### config.mk
export PLATFORM = sky130hd
export DESIGN_NAME = crro_cordic_stage
export DESIGN_NICKNAME = d
export VERILOG_FILES = /design/src/hdl/crro_pkg.sv /design/src/hdl/crro_cordic_stage.sv
export SDC_FILE = /design/constraint.sdc
export NUM_CORES = 2
export LEC_CHECK = 0
export ABC_AREA = 1
export BUFFER_PORTS_ARGS = -buffer_cell sky130_fd_sc_hd__buf_2
export CAP_MARGIN = 20
export CORE_ASPECT_RATIO = 2
export CORE_MARGIN = 10
export CORE_UTILIZATION = 35
export CTS_CLUSTER_DIAMETER = 60
export DETAILED_ROUTE_END_ITERATION = 6
export GPL_TIMING_DRIVEN = 0
export SLEW_MARGIN = 20
export SYNTH_ARGS = -nofsm -noshare
export SYNTH_HDL_FRONTEND = slang
export SYNTH_SLANG_ARGS = --single-unit
### constraint.sdc
create_clock -name clk_i -period 0.8 [get_ports clk_i]
set_input_delay 0.16 -clock clk_i [delete_from_list [all_inputs] [get_ports clk_i]]
set_output_delay 0.16 -clock clk_i [all_outputs]
set_load 0.05 [all_outputs]
### src/hdl/crro_pkg.sv
// ----------------------------------------------------------------------------
// crro_pkg: shared constants and types for the circle / rotated rect test
// Widths of the coordinate and trig datapaths and the CORDIC arctangent table.
// ----------------------------------------------------------------------------
package crro_pkg;

  localparam int unsigned CoordBits  = 24;
  localparam int unsigned TrigBits   = 16;
  localparam int unsigned SizeBits   = CoordBits - 1;
  localparam int unsigned CordSteps  = 30;
  localparam int unsigned CordW      = 34;   // x, y magnitude stays below 2^31
  localparam int unsigned AngW       = 33;
  localparam int unsigned DblW       = CoordBits + 3;  // doubled units, spare bits
  localparam int unsigned CordStepsPerStage = 6;
  localparam int unsigned CordStages = CordSteps / CordStepsPerStage;
  localparam logic signed [CordW-1:0] CordOne = CordW'(652032874);

  typedef logic signed [CordW-1:0] cord_t;
  typedef logic signed [AngW-1:0]  ang_t;
  typedef logic signed [DblW-1:0]  dbl_t;

  // Geometry carried alongside the CORDIC stages.
  typedef struct packed {
    dbl_t                 dx;
    dbl_t                 dy;
    dbl_t                 mx;
    dbl_t                 my;
    dbl_t                 lo_x;
    dbl_t                 lo_y;
    dbl_t                 hi_x;
    dbl_t                 hi_y;
    logic [SizeBits-1:0]  diam;
  } geom_t;

  typedef struct packed {
    cord_t x;
    cord_t y;
    ang_t  z;
    logic  flip;
  } cord_st_t;

  function automatic ang_t atan_turn(input int unsigned i);
    logic [31:0] t;
    unique case (i)
      0: t = 32'h20000000;  1: t = 32'h12E4051E;  2: t = 32'h09FB385B;
      3: t = 32'h051111D4;  4: t = 32'h028B0D43;  5: t = 32'h0145D7E1;
      6: t = 32'h00A2F61E;  7: t = 32'h00517C55;  8: t = 32'h0028BE53;
      9: t = 32'h00145F2F;  10: t = 32'h000A2F98; 11: t = 32'h000517CC;
      12: t = 32'h00028BE6; 13: t = 32'h000145F3; 14: t = 32'h0000A2FA;
      15: t = 32'h0000517D; 16: t = 32'h000028BE; 17: t = 32'h0000145F;
      18: t = 32'h00000A30; 19: t = 32'h00000518; 20: t = 32'h0000028C;
      21: t = 32'h00000146; 22: t = 32'h000000A3; 23: t = 32'h00000051;
      24: t = 32'h00000029; 25: t = 32'h00000014; 26: t = 32'h0000000A;
      27: t = 32'h00000005; 28: t = 32'h00000003; 29: t = 32'h00000001;
      default: t = 32'h0;
    endcase
    return AngW'(signed'({1'b0, t}));
  endfunction

endpackage

### src/hdl/crro_cordic_stage.sv
// ----------------------------------------------------------------------------
// crro_cordic_stage: one registered group of CORDIC rotation steps
// Applies CordStepsPerStage micro-rotations starting at step FirstStep.
// ----------------------------------------------------------------------------
module crro_cordic_stage
  import crro_pkg::*;
#(
  parameter int unsigned FirstStep = 0
) (
  input  logic     clk_i,
  input  logic     rst_ni,
  input  logic     valid_i,
  input  cord_st_t st_i,
  input  geom_t    geom_i,
  output logic     valid_o,
  output cord_st_t st_o,
  output geom_t    geom_o
);

  cord_st_t st_d, st_q;
  geom_t    geom_q;
  logic     valid_q;

  always_comb begin
    cord_t xs, ys;
    st_d = st_i;
    for (int unsigned k = 0; k < CordStepsPerStage; k++) begin
      xs = st_d.x >>> (FirstStep + k);
      ys = st_d.y >>> (FirstStep + k);
      if (!st_d.z[AngW-1]) begin
        st_d.x = st_d.x - ys;
        st_d.y = st_d.y + xs;
        st_d.z = st_d.z - atan_turn(FirstStep + k);
      end else begin
        st_d.x = st_d.x + ys;
        st_d.y = st_d.y - xs;
        st_d.z = st_d.z + atan_turn(FirstStep + k);
      end
    end
  end

  always_ff @(posedge clk_i or negedge rst_ni) begin
    if (!rst_ni) begin
      valid_q <= 1'b0;
    end else begin
      valid_q <= valid_i;
    end
  end

  always_ff @(posedge clk_i) begin
    st_q   <= st_d;
    geom_q <= geom_i;
  end

  assign valid_o = valid_q;
  assign st_o    = st_q;
  assign geom_o  = geom_q;

endmodule

# [Word-level counts from Yosys, hierarchy flattened]
# Index checks and enable logic that the tools add are counted.
[op_classes] addsub=35 mul=0 div=0 n_lt_le_gt_ge=0 n_eq_ne=0 shifts=0 muxes=18 bitwise_logic=0 reduce_logical=0
[ops] cell="2-to-1 mux 101 bit" n=6
[ops] cell="2-to-1 mux 32 bit" n=12
[ops] cell="adder 33 bit" n=6
[ops] cell="subtractor 33 bit" n=6
[ops] cell="adder 34 x 29 -> 34 bit" n=2
[ops] cell="adder 34 x 30 -> 34 bit" n=2
[ops] cell="adder 34 x 31 -> 34 bit" n=2
[ops] cell="adder 34 x 32 -> 34 bit" n=2
[ops] cell="adder 34 x 33 -> 34 bit" n=2
[ops] cell="subtractor 34 x 29 -> 34 bit" n=2
[ops] cell="subtractor 34 x 30 -> 34 bit" n=2
[ops] cell="subtractor 34 x 31 -> 34 bit" n=2
[ops] cell="subtractor 34 x 32 -> 34 bit" n=2
[ops] cell="subtractor 34 x 33 -> 34 bit" n=2
[ops] cell="subtractor 34 bit" n=2
[ops] cell="adder 34 bit" n=1
[word_totals] ff_bits=342 latch_bits=0 ramBits=0 rom_bits=0 in_bits=344 output_inout_bits=342 n_memories=0

# [Depth between registers and ports, before layout]
[logic_depth] depth_word=18 mapped_depth=123 depth_no_buf=113

# [Least setup slack after synthesis]
# Ideal clock, no wire load.
[synth_timing] kind="input to register" from="input port st_i[33] in the netlist's numbering" to="register st_q (netlist bit st_o[101])" setup_ps=112 arrival_ps=15666 required_ps=688 path_slack_ps=-14978 stages=91 path_buffers=14 path_cell_list="buf_2 -> inv_2 -> buf_4 -> buf_2 -> buf_2 -> ha_1 -> nand2_1 -> nand2_1 -> a31oi_1 -> buf_4 -> inv_1 -> clkbuf_1 -> clkbuf_1 -> ha_1 -> nand2_1 -> o21ai_1 -> a21oi_1 -> o21ai_0 -> (+55 left out) -> o21ai_1 -> a21boi_0 -> o21ai_0 -> a21boi_1 -> o21ai_0 -> a21boi_1 -> o21ai_0 -> a21boi_1 -> o21ai_0 -> a21boi_1 -> o21bai_1 -> a21oi_1 -> inv_1 -> nand3_1 -> nand2_1 -> inv_1 -> nand2_1 -> nand2_1"
[synth_lines] item="from (decl)" line_no="crro_cordic_stage.sv:13" rtl="input cord_st_t st_i,"
[synth_lines] item="to (signal assigned)" line_no="crro_cordic_stage.sv:51" rtl="st_q <= st_d;"
[synth_lines] item="to (decl)" line_no="crro_cordic_stage.sv:20" rtl="cord_st_t st_d, st_q;"

==> results by group <==
Outcome
  • Run status: finished with violations
  • Failing checks: setup timing

Floorplan
  • Die Ht: 531 µm
  • Placeable Area: 130000 µm²
  • Std-Cell Rows: 187
  • Initial Util: 0.352
  • DIE AREA: 146000 µm²
  • Die Wd: 276 µm
  • IO Count: 686

Global route
  • Initial antenna violation count: 28
  • All-Layer GR Usage: 0.344
  • First-pass GRT wire length: 364000 µm
  • Pin count of the biggest net entering global routing: 22
  • Vias in the first global route: 56542
  • Total global routing overflow: 0

Route
  • DR pass1 iterations: 6
  • Vias per Instance: 5.24
  • Post-Route WL: 265000 µm
  • Vias: 54295
  • Wirelength per Cell: 25.6 µm
  • DRC: 0
  • Iter 0 DRT Violations: 2444
  • DRT antenna net count: 0

Worst setup path
  • Crit path arrival time: 14.23 ns
  • Critical path's largest stage delay: 0.48 ns
  • Critical path class: in2reg
  • CP max-delay cell: or4_4
  • CP Max Fanout: 10
  • Setup crit end kind: flop
  • CP startpoint kind: primary input
  • CP most frequent cell: buf_4
  • Worst Path Required: 1.27 ns

Clocking
  • Clk slew on worst S/H paths: 0.06 ns
  • CTS buffer count: 35
  • H-tree depth: 2
  • Max Root-Sink Buffers: 3
  • CTS Root Cell: clkbuf_16
  • CTS tree: yes
  • Clk sinks: 342

Timing
  • Fin crit share: 17.2
  • Max Freq: 72.7 MHz
  • Minimum clock period: 13.76 ns
  • RSZ-0062 raised after global routing: true
  • Worst-margin pin slew: 1.23 ns
  • Final setup viols: 442
  • Max-slew violation count: 0
  • Min Hold Slack: 0.141 ns
  • Slew Limit Headroom: 0.173
  • Final worst slack: -12.96 ns
  • Final Hold Viols: 0

Place
  • Hpwl dp: 212000 µm
  • PortBufs: 684
  • GPL Wtd Cong: 1.01

Layout
  • Fin util: 0.517
  • Layout Area Growth over Synthesis: 46.9%
  • Filler instances: 12569
  • Share of cells above drive strength 1: 0.320
  • Fin nets: 9579

Yosys
  • Async SR Flop Fraction: 0.00292
  • Number of flops mapped to enable cells by yosys: 0
  • Ys Warns: 0
  • Synth Area per Inst: 6.42 µm²
  • Share of the synthesized area in the top cell type: 0.165
  • Mapped Area: 45700 µm²
  • Post-Synthesis Cells: 7118
  • Synthesized net count: 8082
  • Unique masters post-synth: 69
  • Sequential share of the synthesized area: 0.150
  • FF+latch count, synth: 342
  • Ranking of synthesized cells by area: ha_1 (17%), dfxtp_1 (15%), nand2_1 (14%), xor2_1 (9.4%), inv_1 (8.1%)
  • Most common library cells after synthesis: nand2_1 (1688), inv_1 (991), a21oi_1 (618), ha_1 (603), nor2_1 (535)
  • Most frequent cell after synthesis: nand2_1
  • Synth Flop Type: dfxtp_1
  • Leading area contributor after synthesis: ha_1

Flow run
  • Max-cap violation count: 0

Min path
  • Hold Path Class: in2async
## logic make-up (layout without fill, tap and decap cells)
kind of cell    count (synthesis)  in the layout  share of synthesized area
simple gates                 3099           3099                      0.295
compound gates               1184           1184                      0.145
buf+inv                      1149           2673                     0.0977
xor+xnor                      724            724                      0.139
fa+ha+maj                     620            620                      0.173
flops                         342            342                      0.150
other cells                     0             17                          0
## timing repair
action	CTS	global route
hold buffers	243	0
cloned	8	0
resized for setup	1022	565
setup endpoints to repair	442	442
buffers inserted	410	144
hold endpoints to repair	243	0
pin swaps	298	287
## per-stage QoR
step                 TNS, ns  setup slack [ns]  std cells  instance area [µm²]
finish              -1319.93            -12.96      10360                67100
detailed placement  -1522.32            -17.36       9503                51800
floorplan           -1018.67            -11.74       7118                46300
global route        -1380.11            -13.38      10355                67100
CTS                 -1304.47            -12.53      10226                63700
global placement    -1516.89            -17.56       9503                51800
## flip-flops by register name, indices dropped and copies added (netlist names)
register,flops
valid_o,1
st_o,102
geom_o,239
## cells in the final DEF, fill, tap and decap left out, types with 89 or more instances in the layout
cell,Yosys,layout
inv_2,71,128
dfxtp_1,341,333
dlygate4sd3_1,0,243
o21ai_0,254,152
inv_1,991,926
xor2_1,493,383
a21oi_1,618,470
xnor2_1,229,155
nand2_2,80,214
nand3_1,418,352
a21oi_2,17,140
ha_1,603,481
nor2_1,535,452
buf_2,13,686
nand2_1,1688,1523
buf_4,18,512
nor2_2,44,89
## layer usage
| metal | vias to the layer above | routed length [µm] | GRT usage | part of all wire |
|---|---|---|---|---|
| met1 | 24942 | 70100 | 0.241 | 0.26 |
| met5 | - | 13 | 0 | 0.000049 |
| met2 | 2106 | 142000 | 0.674 | 0.54 |
| met4 | 2 | 39900 | 0.434 | 0.15 |
| li1 | 26089 | - | - | - |
| met3 | 1156 | 13100 | 0.0571 | 0.049 |
## critical path, delay by kind of cell
| kind | cells | cell delay, ns |
|---|---|---|
| AND/OR/NAND/NOR | 36 | 4.96 |
| AO/OA/AOI/OAI | 14 | 2.46 |
| adder cells (fa/ha/maj) | 6 | 1.87 |
| buffers and inverters | 28 | 3.26 |
| XOR/XNOR | 8 | 1.44 |
## worst max-delay path by stage
stage	startpoint	endpoint	slack, ns	cells after the start
2_1_floorplan	st_i[33]	st_o[101]	-11.74	113
3_3_place_gp	st_i[34]	st_o[101]	-17.56	92
3_5_place_dp	st_i[33]	st_o[101]	-17.36	90
4_1_cts	st_i[34]	st_o[101]	-12.53	91
5_1_grt	st_i[36]	st_o[101]	-13.38	100
6_report	st_i[33]	st_o[99]	-12.96	92
## layout make-up
type,count,area (µm²),share of cell area
diodes,17,42.5,0.000634
plain buffers,78,971,0.0145
clock buffers,42,932,0.0139
clock inverters,22,328,0.00488
inverters,1070,4090,0.0609
multi-input cells,5627,41500,0.618
flip-flops and latches,342,6880,0.102
well taps,1701,2130,0.0317
repair buffers,1461,10300,0.153
Power is not shown: default switching activity piles up to over one toggle a cycle in this logic, so the estimate is an artifact.
